`config.mk`:
```
export PLATFORM = sky130hd
export DESIGN_NAME = tdpw_cell
export DESIGN_NICKNAME = d
export VERILOG_FILES = /design/src/rtl/tdpw_pkg.sv /design/src/rtl/tdpw_cell.sv
export SDC_FILE = /design/constraint.sdc
export NUM_CORES = 1
export LEC_CHECK = 0
export ABC_CLOCK_PERIOD_IN_PS = 6470
export BUFFER_PORTS_ARGS = -buffer_cell sky130_fd_sc_hd__buf_2
export CORE_UTILIZATION = 50
export CTS_CLUSTER_SIZE = 24
export DETAILED_ROUTE_END_ITERATION = 16
export HOLD_SLACK_MARGIN = 0.05
export PLACE_DENSITY = 0.83
export SLEW_MARGIN = 20
export SYNTH_ARGS = -nofsm -noshare
export SYNTH_HDL_FRONTEND = slang
export SYNTH_SLANG_ARGS = --single-unit
```
`constraint.sdc`:
```
create_clock -name clk -period 6.47 [get_ports clk]
set_clock_uncertainty 0.05 [all_clocks]
set_input_delay 0.3235 -clock clk [delete_from_list [all_inputs] [get_ports clk]]
set_output_delay 0.3235 -clock clk [all_outputs]
set_load 0.02 [all_outputs]
```
`src/rtl/tdpw_pkg.sv`:
```
`timescale 1ns / 1ps
package tdpw_pkg;

	localparam int NUM_WORKERS      = 8;
	localparam int QUEUE_DEPTH_LOG2 = 4;

	localparam int QDEPTH  = 1 << QUEUE_DEPTH_LOG2;
	localparam int WIDX_W  = (NUM_WORKERS > 1) ? $clog2(NUM_WORKERS) : 1;
	localparam int CNT_W   = $clog2(NUM_WORKERS + 1);
	localparam int PTR_W   = QUEUE_DEPTH_LOG2 + 1;
	localparam int ADDR_W  = WIDX_W + QUEUE_DEPTH_LOG2;
	localparam int MEM_DEPTH = NUM_WORKERS * QDEPTH;

	// payload widths
	localparam int TASK_W   = 64;
	localparam int WORKER_W = 3;
	localparam int OCC_W    = 5;
	localparam int ACTIVE_W = 4;
	localparam int CFG_IDX_W  = 8;
	localparam int CFG_DATA_W = 8;

	typedef enum logic {
		REQ_ADD  = 1'b0,
		REQ_TAKE = 1'b1
	} req_kind_t;

	typedef enum logic [1:0] {
		STAT_OK    = 2'd0,
		STAT_FULL  = 2'd1,
		STAT_EMPTY = 2'd2
	} status_t;

	typedef enum logic [CFG_IDX_W-1:0] {
		CFG_POLICY = 8'd0,
		CFG_ACTIVE = 8'd1
	} cfg_reg_t;

	typedef enum logic {
		POL_RR = 1'b0,
		POL_LL = 1'b1
	} policy_t;

	typedef enum logic [1:0] {
		S_IDLE,
		S_SCAN,
		S_DECIDE,
		S_FINISH
	} state_t;

	// least-load token walking the row of cells
	typedef struct packed {
		logic              vld;
		logic [PTR_W-1:0]  best;
		logic [WIDX_W-1:0] idx;
	} scan_tok_t;

	// per-cell queue commands
	typedef struct packed {
		logic push;
		logic pop;
	} cell_cmd_t;

endpackage

```
`src/rtl/tdpw_cell.sv`:
```
`timescale 1ns / 1ps
module tdpw_cell import tdpw_pkg::*; (
	input  logic              clk,
	input  logic              arst_n,
	input  logic [WIDX_W-1:0] cell_id,
	input  logic [CNT_W-1:0]  n_act,
	input  cell_cmd_t         cmd,
	input  scan_tok_t         tok_in,
	output scan_tok_t         tok_out,
	output logic [PTR_W-1:0]  wp,
	output logic [PTR_W-1:0]  rp,
	output logic [PTR_W-1:0]  occ
);

	logic [PTR_W-1:0] wp_q, rp_q;
	scan_tok_t        tok_q;
	scan_tok_t        tok_nx;
	logic             active;

	assign occ    = wp_q - rp_q;
	assign active = CNT_W'(cell_id) < n_act;

	always_comb begin
		tok_nx = tok_in;
		// strict less keeps the lowest index on ties
		if (tok_in.vld && active && (occ < tok_in.best)) begin
			tok_nx.best = occ;
			tok_nx.idx  = cell_id;
		end
	end

	always_ff @(posedge clk or negedge arst_n) begin
		if (!arst_n) begin
			wp_q  <= '0;
			rp_q  <= '0;
			tok_q <= '0;
		end else begin
			if (cmd.push) wp_q <= wp_q + PTR_W'(1);
			if (cmd.pop)  rp_q <= rp_q + PTR_W'(1);
			tok_q <= tok_nx;
		end
	end

	assign tok_out = tok_q;
	assign wp      = wp_q;
	assign rp      = rp_q;

endmodule

```
Word level (Yosys, flattened, before mapping)
Index checks and enable logic that the tools add are counted.
{"block": "totals", "out_inout_bits": 24, "in_bits": 20, "word_cells": 13, "register_bits": 19}
{"block": "op_classes", "add_sub_neg": 3, "magnitude_cmp": 2, "reduce_logical": 2, "muxes": 1}
{"cell": "$add A5 B1 Y5 const B", "count": 2}
{"cell": "$mux W8", "count": 1}
{"cell": "$lt A5 B5 Y1", "count": 1}
{"cell": "$sub A5 B5 Y5", "count": 1}
{"cell": "$lt A3 B4 Y1", "count": 1}
{"cell": "$logic_and A1 B1 Y1", "count": 2}

Depth between registers and ports, before layout
Gate-level depths: netlist of run 1.
{"block": "logic_depth", "word_depth": 4, "mapped_depth": 11}

Worst setup path after synthesis of run 1
OpenSTA, ideal clock, no wires.
{"block": "synth_path", "path_kind": "register to register", "from": "register wp_q[0] (netlist: wp[0])", "to": "register tok_q (netlist bit tok_out[0])", "path_buffers": 0, "setup_time_ns": 0.125, "setup_slack_ns": 3.534, "t_arrival_ns": 2.762, "path_stages_with_launch": 12, "period_less_slack_ns": 2.936, "path_cell_list": "dfrtp_1 -> inv_1 -> ha_1 -> inv_1 -> fa_1 -> a21o_1 -> a21oi_1 -> xnor2_1 -> ha_1 -> inv_1 -> o221ai_2 -> mux2_2"}
{"item": "from (decl)", "line": "tdpw_cell.sv:15", "source": "logic [PTR_W-1:0] wp_q, rp_q;"}
{"item": "from (signal assigned)", "line": "tdpw_cell.sv:38", "source": "if (cmd.push) wp_q <= wp_q + PTR_W'(1);"}
{"item": "to (signal assigned)", "line": "tdpw_cell.sv:40", "source": "tok_q <= tok_nx;"}
{"item": "to (decl)", "line": "tdpw_cell.sv:16", "source": "scan_tok_t tok_q;"}

==> results of run 1 <==
==> synth_stat cells <==
| cell type | n | area, µm² |
|---|---|---|
| sky130_fd_sc_hd__o221ai_2 | 1 | 15.0 |
| sky130_fd_sc_hd__o21bai_1 | 1 | 7.51 |
| sky130_fd_sc_hd__dfrtp_1 | 19 | 475 |
| sky130_fd_sc_hd__fa_1 | 1 | 20.0 |
| sky130_fd_sc_hd__ha_1 | 12 | 150 |
| sky130_fd_sc_hd__mux2_2 | 9 | 101 |
| sky130_fd_sc_hd__nand2b_1 | 1 | 6.26 |
| sky130_fd_sc_hd__and2b_2 | 1 | 8.76 |
| sky130_fd_sc_hd__o21ai_0 | 2 | 10.0 |
| sky130_fd_sc_hd__a21oi_1 | 2 | 10.0 |
| sky130_fd_sc_hd__nand4_1 | 4 | 25.0 |
| sky130_fd_sc_hd__nand2_1 | 4 | 15.0 |
| sky130_fd_sc_hd__o22ai_1 | 1 | 6.26 |
| sky130_fd_sc_hd__xnor2_1 | 8 | 70.1 |
| sky130_fd_sc_hd__a21o_1 | 1 | 7.51 |
| sky130_fd_sc_hd__xor2_1 | 4 | 35.0 |
| sky130_fd_sc_hd__or3_1 | 1 | 6.26 |
| sky130_fd_sc_hd__a211oi_2 | 1 | 12.5 |
| sky130_fd_sc_hd__inv_1 | 13 | 48.8 |
| sky130_fd_sc_hd__a21boi_0 | 1 | 7.51 |
| sky130_fd_sc_hd__o21a_1 | 1 | 7.51 |
==> how the worst max path moves through the flow <==
stage,startpoint,endpoint,slack [ps],cells past startpoint
2_1_floorplan,wp[0],tok_out[0],3530,11
3_3_place_gp,wp[0],tok_out[7],3620,11
3_5_place_dp,wp[0],tok_out[1],3550,11
4_1_cts,wp[0],tok_out[1],3500,11
5_1_grt,wp[0],tok_out[6],3360,11
6_report,wp[0],tok_out[1],3550,11
==> sequential cells by signal, summed over array words and instances, names as in the netlist <==
| register | count |
|---|---|
| tok_out | 9 |
| wp | 5 |
| rp | 5 |
==> critical path, delay by kind of cell (launching register included) <==
family,cells,cell delay [ps]
AOI/OAI and AO/OA,3,750
xor gates and xnor gates,1,120
adders and majority gates,3,860
buffers and inverters,3,190
DFF,1,440
muxes,1,400
==> cell families (layout without fill, tap and decap cells) <==
family                     after synthesis  count (layout)  share of synthesized area
AOI/OAI and AO/OA                       11              11                     0.0802
xor gates and xnor gates                12              12                      0.100
adders and majority gates               13              13                      0.163
buffers and inverters                   13              61                     0.0467
DFF                                     19              19                      0.455
muxes                                    9               9                     0.0969
and+or+nand+nor                         11              11                     0.0586
==> area by class of cell <==
class | count | area, µm²
clock buffer | 4 | 26.3
fill | 181 | 631
inverter | 13 | 48.8
multi-input combinational | 56 | 522
sequential | 19 | 475
tap | 27 | 33.8
timing repair buffer | 44 | 225
==> metrics by stage <==
stage / std cells / cell area, µm² / hold slack [ps] / util / setup slack [ps]
2_1_floorplan: 88 / 1050 / -22.1 / - / 3530
3_3_place_gp: 158 / 1290 / 228 / 0.660 / 3620
3_5_place_dp: 158 / 1290 / 238 / 0.660 / 3550
4_1_cts: 163 / 1330 / 74.9 / 0.679 / 3500
5_1_grt: 163 / 1330 / 64.8 / 0.679 / 3360
6_report: 163 / 1330 / 81.2 / 0.679 / 3550
==> metal layers <==
| layer | share of wire | GRT usage | wire length (µm) |
|---|---|---|---|
| met4 | 0.014 | 0.0889 | 28 |
| met2 | 0.50 | 0.341 | 1000 |
| met5 | 0 | 0 | 0 |
| met1 | 0.42 | 0.208 | 842 |
| met3 | 0.059 | 0.0377 | 117 |
==> metrics.txt, run 1 <==
# TYPE chip_impl_metric gauge
chip_impl_info{name="cts_root_buf",value="sky130_fd_sc_hd__clkbuf_4"} 1
chip_impl_metric{name="final_min_period_over_clock_period",unit=""} 0.452
chip_impl_metric{name="syn-num-nets",unit=""} 121
chip_impl_metric{name="floorplan.die.width",unit="µm"} 47.7
chip_impl_metric{name="detail-route-antenna-nets",unit=""} 0
chip_impl_metric{name="fp.coreArea",unit="µm²"} 1960
chip_impl_metric{name="cp.required",unit="ps"} 6610
chip_impl_metric{name="ys_seq_elements",unit=""} 19
chip_impl_metric{name="cts_made_buffers",unit=""} 3
chip_impl_info{name="worst-setup-path-type",value="flip-flop to flip-flop"} 1
chip_impl_metric{name="antenna_found_initial",unit=""} 0
chip_impl_metric{name="crit_path_time_final",unit="ps"} 2920
chip_impl_metric{name="finalNetCount",unit=""} 170
chip_impl_info{name="layout.cells.most_common_list",value="sky130_fd_sc_hd__buf_2 (43), sky130_fd_sc_hd__dfrtp_1 (19), sky130_fd_sc_hd__inv_1 (13), sky130_fd_sc_hd__ha_1 (12), sky130_fd_sc_hd__mux2_2 (9)"} 1
chip_impl_metric{name="detailedPlacementHpwl",unit="mm"} 1.58
chip_impl_metric{name="via_per_inst",unit=""} 4.98
chip_impl_metric{name="synth_sequential_area_ratio",unit=""} 0.455
chip_impl_info{name="layout.cells.most_common",value="sky130_fd_sc_hd__buf_2"} 1
chip_impl_metric{name="insertion_delay",unit="ps"} 300
chip_impl_metric{name="grt_remaining_overflow",unit=""} 0
chip_impl_metric{name="groute.usage.overall",unit=""} 0.188
chip_impl_metric{name="final.setup.tns",unit="ps"} 0
chip_impl_metric{name="floorplan.initialDensity",unit=""} 0.533
chip_impl_info{name="cp-end-kind",value="flip-flop"} 1
chip_impl_metric{name="area_delta_synth_final",unit="%"} 27.3
chip_impl_metric{name="setup_violations",unit=""} 0
chip_impl_info{name="grt_setup_unrepaired",value="false"} 1
chip_impl_metric{name="cts.htree.levels",unit=""} 1
chip_impl_info{name="worstPathCellList",value="inv_1 -> ha_1 -> inv_1 -> fa_1 -> a21o_1 -> a21oi_1 -> xnor2_1 -> ha_1 -> inv_1 -> o221ai_2 -> mux2_2"} 1
chip_impl_metric{name="global_route_wire_length_before_repair",unit="mm"} 2.90
chip_impl_metric{name="timing.hold.worst_path_depth",unit=""} 1
chip_impl_metric{name="critical-path-max-stage-delay",unit="ps"} 440
chip_impl_metric{name="cts-root-to-sink-buffers",unit=""} 2
chip_impl_metric{name="design.portCount",unit=""} 44
chip_impl_metric{name="final_wl",unit="mm"} 1.99
chip_impl_metric{name="holdBufCountCts",unit=""} 1
chip_impl_metric{name="fmaxAchievable",unit="MHz"} 342
chip_impl_metric{name="critPathArrivalTime",unit="ps"} 3060
chip_impl_metric{name="die_area",unit="µm²"} 2280
chip_impl_metric{name="max_slew_margin",unit=""} 0.682
chip_impl_info{name="status",value="finished clean"} 1
chip_impl_metric{name="drc",unit=""} 0
chip_impl_metric{name="site_row_count",unit=""} 16
chip_impl_info{name="worst_path_most_repeated_cell",value="sky130_fd_sc_hd__inv_1"} 1
chip_impl_metric{name="max_cap_viol_count",unit=""} 0
chip_impl_metric{name="port_buffers",unit=""} 43
chip_impl_metric{name="cts.repair.resized",unit=""} 0
chip_impl_metric{name="detailroute.via_count",unit=""} 811
chip_impl_metric{name="cts_post_setup_buffers_inserted",unit=""} 0
chip_impl_metric{name="max_slew.worst_pin.slew",unit="ps"} 476
chip_impl_metric{name="reg2reg_setup_slack",unit="ps"} 3550
chip_impl_info{name="hp-class",value="input pin to flip-flop"} 1
chip_impl_metric{name="drtIter0Drc",unit=""} 6
chip_impl_info{name="r2r-start",value="wp[0]"} 1
chip_impl_metric{name="rr_worst_depth",unit=""} 11
chip_impl_metric{name="drv_slew",unit=""} 0
chip_impl_metric{name="antenna_cells",unit=""} 0
chip_impl_metric{name="gpl_wtd_cong",unit=""} 0.762
chip_impl_info{name="worst_setup_path_start_kind",value="flip-flop"} 1
chip_impl_metric{name="grt_start_max_net_pins",unit=""} 20
chip_impl_metric{name="clock_edge_transition_at_the_registers_on_the_reported_setup_and_hold_paths",unit="ps"} 110
chip_impl_info{name="crit-reg2reg-capture",value="tok_out[1]"} 1
chip_impl_metric{name="detail_route.wl_per_cell",unit="µm"} 12.2
chip_impl_metric{name="clock-sinks",unit=""} 19
chip_impl_metric{name="synth_cell_types",unit=""} 21
chip_impl_metric{name="synth_cells",unit=""} 88
chip_impl_metric{name="yosys_warnings",unit=""} 0
chip_impl_metric{name="first_global_vias",unit=""} 712
chip_impl_metric{name="timing_hold_violations_final",unit=""} 0
chip_impl_info{name="min_from",value="tok_in[8]"} 1
chip_impl_info{name="critical-path-slowest-cell",value="sky130_fd_sc_hd__dfrtp_1"} 1
chip_impl_metric{name="cp_max_fo",unit=""} 8
chip_impl_metric{name="synth.avg_cell_area",unit="µm²"} 11.9
chip_impl_metric{name="drtPass1Iterations",unit=""} 4
chip_impl_metric{name="layout-drive-gt1-share",unit=""} 0.426
chip_impl_info{name="worst_hold_path_endpoint",value="tok_out[8]"} 1
chip_impl_info{name="tritoncts",value="yes"} 1
chip_impl_metric{name="netlist_area",unit="µm²"} 1050
chip_impl_metric{name="die-height",unit="µm"} 47.7
Power of run 1 is not shown: default switching activity piles up to over one toggle a cycle in this logic, so the estimate is an artifact.
==> run 2: changes to the inputs <==
ABC_AREA = 1   (was not set)
ABC_CLOCK_PERIOD_IN_PS = 2900   (was 6470)
CORE_UTILIZATION = 48   (was 50)
PLACE_DENSITY = 0.78   (was 0.83)
clock period = 2.9 ns   (was 6.47 ns; I/O delays follow)
==> metrics.txt, run 2 <==
# TYPE chip_impl_metric gauge
chip_impl_info{name="status",value="finished clean"} 1
chip_impl_metric{name="cts-root-to-sink-buffers",unit=""} 2
chip_impl_info{name="worst-setup-path-type",value="flip-flop to flip-flop"} 1
chip_impl_metric{name="antenna_found_initial",unit=""} 0
chip_impl_metric{name="yosysTopAreaCellShare",unit=""} 0.403
chip_impl_info{name="synth.largest_area_cell",value="sky130_fd_sc_hd__dfrtp_1"} 1
chip_impl_metric{name="clock_edge_transition_at_the_registers_on_the_reported_setup_and_hold_paths",unit="ps"} 100
chip_impl_info{name="worstPathCellList",value="ha_1 -> inv_1 -> fa_1 -> xor2_1 -> ha_1 -> a21oi_2 -> nand2_1 -> nand2_4 -> nand3_4 -> nand2_1 -> nand2_1"} 1
chip_impl_metric{name="synth_simple_gate_area_share",unit=""} 0.268
chip_impl_metric{name="synth_xor_area_frac",unit=""} 0.0668
chip_impl_metric{name="fp.coreArea",unit="µm²"} 2250
chip_impl_info{name="layout.cells.most_common_list",value="sky130_fd_sc_hd__buf_2 (43), sky130_fd_sc_hd__nand2_1 (34), sky130_fd_sc_hd__inv_1 (22), sky130_fd_sc_hd__dfrtp_1 (19)"} 1
chip_impl_metric{name="synth_cell_types",unit=""} 21
chip_impl_metric{name="cp_max_fo",unit=""} 9
chip_impl_metric{name="cts_post_setup_buffers_inserted",unit=""} 0
chip_impl_metric{name="die-height",unit="µm"} 51.6
chip_impl_info{name="cts_root_buf",value="sky130_fd_sc_hd__clkbuf_4"} 1
chip_impl_metric{name="largest_register_ffs",unit=""} 9
chip_impl_metric{name="final_design_area_no_fill",unit="µm²"} 1580
chip_impl_metric{name="drtPass1Iterations",unit=""} 4
chip_impl_metric{name="cts_made_buffers",unit=""} 3
chip_impl_info{name="crit-reg2reg-capture",value="tok_out[7]"} 1
chip_impl_metric{name="cts.htree.levels",unit=""} 1
chip_impl_metric{name="placed_cells_incl_taps",unit=""} 202
chip_impl_metric{name="floorplan.die.width",unit="µm"} 51.6
chip_impl_metric{name="clock-sinks",unit=""} 19
chip_impl_metric{name="rr_worst_depth",unit=""} 11
chip_impl_metric{name="drc",unit=""} 0
chip_impl_metric{name="syn-num-nets",unit=""} 164
chip_impl_metric{name="async_set_or_reset_flop_fraction_in_the_synthesized_netlist",unit=""} 1.00
chip_impl_metric{name="max_cap_viol_count",unit=""} 0
chip_impl_info{name="synth_top_family_by_area",value="simple AND/OR/NAND/NOR gates"} 1
chip_impl_metric{name="dp_worst_setup_slack",unit="ps"} 405
chip_impl_metric{name="synth_sequential_area_ratio",unit=""} 0.403
chip_impl_info{name="worst_path_most_repeated_cell",value="sky130_fd_sc_hd__nand2_1"} 1
chip_impl_info{name="hp-class",value="input pin to flip-flop"} 1
chip_impl_metric{name="crit_path_time_final",unit="ps"} 2490
chip_impl_info{name="critical-path-slowest-cell",value="sky130_fd_sc_hd__dfrtp_1"} 1
chip_impl_metric{name="die_area",unit="µm²"} 2660
chip_impl_metric{name="cp.required",unit="ps"} 3040
chip_impl_metric{name="final.setup.tns",unit="ps"} 0
chip_impl_metric{name="reg2reg_setup_slack",unit="ps"} 410
chip_impl_metric{name="fmaxAchievable",unit="MHz"} 402
chip_impl_metric{name="holdBufCountCts",unit=""} 12
chip_impl_metric{name="groute.usage.overall",unit=""} 0.210
chip_impl_metric{name="postPlaceCellArea",unit="µm²"} 1430
chip_impl_metric{name="design.portCount",unit=""} 44
chip_impl_metric{name="drv_slew",unit=""} 0
chip_impl_metric{name="floorplan.initialDensity",unit=""} 0.523
chip_impl_metric{name="synth_compound_area_frac",unit=""} 0.0244
chip_impl_metric{name="synth.avg_cell_area",unit="µm²"} 9.01
chip_impl_metric{name="max_slew_margin",unit=""} 0.722
chip_impl_metric{name="layout_setup_ws",unit="ps"} 411
chip_impl_metric{name="grt_start_max_net_pins",unit=""} 20
chip_impl_metric{name="port_buffers",unit=""} 43
chip_impl_metric{name="cts.repair.resized",unit=""} 0
chip_impl_metric{name="netlist_area",unit="µm²"} 1180
chip_impl_metric{name="layout-drive-gt1-share",unit=""} 0.316
chip_impl_info{name="start_point_of_the_critical_path",value="rp[0]"} 1
chip_impl_metric{name="synth_edf_count",unit=""} 0
chip_impl_info{name="postSynth.topFlopCell",value="sky130_fd_sc_hd__dfrtp_1"} 1
chip_impl_info{name="grt_setup_unrepaired",value="false"} 1
chip_impl_metric{name="global_route_wire_length_before_repair",unit="mm"} 4.17
chip_impl_info{name="worst_setup_path_start_kind",value="flip-flop"} 1
chip_impl_metric{name="synthAdderAreaFrac",unit=""} 0.144
chip_impl_metric{name="timing.hold.worst_path_depth",unit=""} 3
chip_impl_info{name="layout.cells.most_common",value="sky130_fd_sc_hd__buf_2"} 1
chip_impl_info{name="synth_most_common_cell",value="sky130_fd_sc_hd__nand2_1"} 1
chip_impl_metric{name="detail_route.wl_per_cell",unit="µm"} 11.2
chip_impl_info{name="top_area_cells_in_the_synthesized_netlist",value="sky130_fd_sc_hd__dfrtp_1 (40%), sky130_fd_sc_hd__ha_1 (13%), sky130_fd_sc_hd__nand2_1 (11%)"} 1
chip_impl_metric{name="final_min_period_over_clock_period",unit=""} 0.858
chip_impl_metric{name="detail-route-antenna-nets",unit=""} 0
chip_impl_metric{name="yosys-mux-area-fraction",unit=""} 0.00954
chip_impl_metric{name="critPathArrivalTime",unit="ps"} 2620
chip_impl_metric{name="yosys_warnings",unit=""} 0
chip_impl_metric{name="grt_remaining_overflow",unit=""} 0
chip_impl_metric{name="antenna_cells",unit=""} 0
chip_impl_metric{name="timing_hold_violations_final",unit=""} 0
chip_impl_metric{name="detailroute.via_count",unit=""} 1060
chip_impl_metric{name="critical-path-max-stage-delay",unit="ps"} 470
chip_impl_metric{name="drtIter0Drc",unit=""} 8
chip_impl_metric{name="synth_cells",unit=""} 131
chip_impl_metric{name="worstPathBufferInverterCount",unit=""} 1
chip_impl_info{name="r2r-start",value="rp[0]"} 1
chip_impl_metric{name="insertion_delay",unit="ps"} 290
chip_impl_metric{name="final_wl",unit="mm"} 2.44
chip_impl_info{name="synth_top_cells_by_count",value="sky130_fd_sc_hd__nand2_1 (34), sky130_fd_sc_hd__inv_1 (22), sky130_fd_sc_hd__dfrtp_1 (19)"} 1
chip_impl_info{name="cell_family_with_most_cp_delay",value="adder cells"} 1
chip_impl_metric{name="first_global_vias",unit=""} 1048
chip_impl_info{name="min_from",value="cell_id[0]"} 1
chip_impl_info{name="tritoncts",value="yes"} 1
chip_impl_metric{name="gpl_wtd_cong",unit=""} 0.799
chip_impl_info{name="cp-end-kind",value="flip-flop"} 1
chip_impl_metric{name="final_cells",unit=""} 218
chip_impl_metric{name="area_delta_synth_final",unit="%"} 33.6
chip_impl_metric{name="max_slew.worst_pin.slew",unit="ps"} 417
chip_impl_info{name="worst_hold_path_endpoint",value="tok_out[0]"} 1
chip_impl_metric{name="setup_violations",unit=""} 0
chip_impl_metric{name="detailedPlacementHpwl",unit="mm"} 1.99
chip_impl_metric{name="site_row_count",unit=""} 17
chip_impl_metric{name="finalNetCount",unit=""} 224
chip_impl_metric{name="ys_seq_elements",unit=""} 19
chip_impl_metric{name="via_per_inst",unit=""} 4.86
## run 2: changes by cell type in the layout (fill, tap and decap cells not counted), moves of 5 or more
cell                            change
sky130_fd_sc_hd__dlygate4sd3_1     +11
sky130_fd_sc_hd__inv_1              +9
sky130_fd_sc_hd__mux2_2             -8
sky130_fd_sc_hd__nand2_1           +30
sky130_fd_sc_hd__nand3_1            +7
sky130_fd_sc_hd__nand4_1            +5
sky130_fd_sc_hd__xnor2_1            -7
## run 2: metal layers
metal	up-vias	share of wire	track usage	routed length (µm)
li1	536	-	-	-
met1	481	0.41	0.246	997
met2	37	0.52	0.368	1260
met3	6	0.055	0.0322	133
met4	0	0.019	0.108	46
met5	-	0	0	0
## run 2: worst max path at each step
stage                 end  depth (start not counted)
6_report       tok_out[7]                         11
3_3_place_gp   tok_out[2]                         11
5_1_grt        tok_out[4]                         11
4_1_cts        tok_out[2]                         11
2_1_floorplan  tok_out[6]                         12
3_5_place_dp   tok_out[2]                         11
## run 2: per-stage QoR
stage               hold slack [ps]  utilization
global placement               44.3        0.634
floorplan                      -201            -
global route                   77.8        0.699
finish                         75.5        0.699
detailed placement             55.4        0.634
CTS                            73.6        0.699
## run 2: final cells by class
type,count,area [µm²]
Sequential cell,19,475
Clock buffer,4,26.3
Multi-Input combinational cell,87,606
Timing Repair Buffer,55,335
Tap cell,28,35.0
Fill cell,193,678
Inverter,25,98.8
## run 2: cell families after synthesis
group           Yosys count
xor+xnor                  9
mux                       1
fa+ha+maj                13
buf+inv                  25
flops                    19
compound gates            5
simple gates             59
## run 2: tightest hold or removal path: cells and delay by family
family,cells,cell delay (ps)
buffers and inverters,1,110
and+or+nand+nor,2,130
Power of run 2 is left out for the same reason.
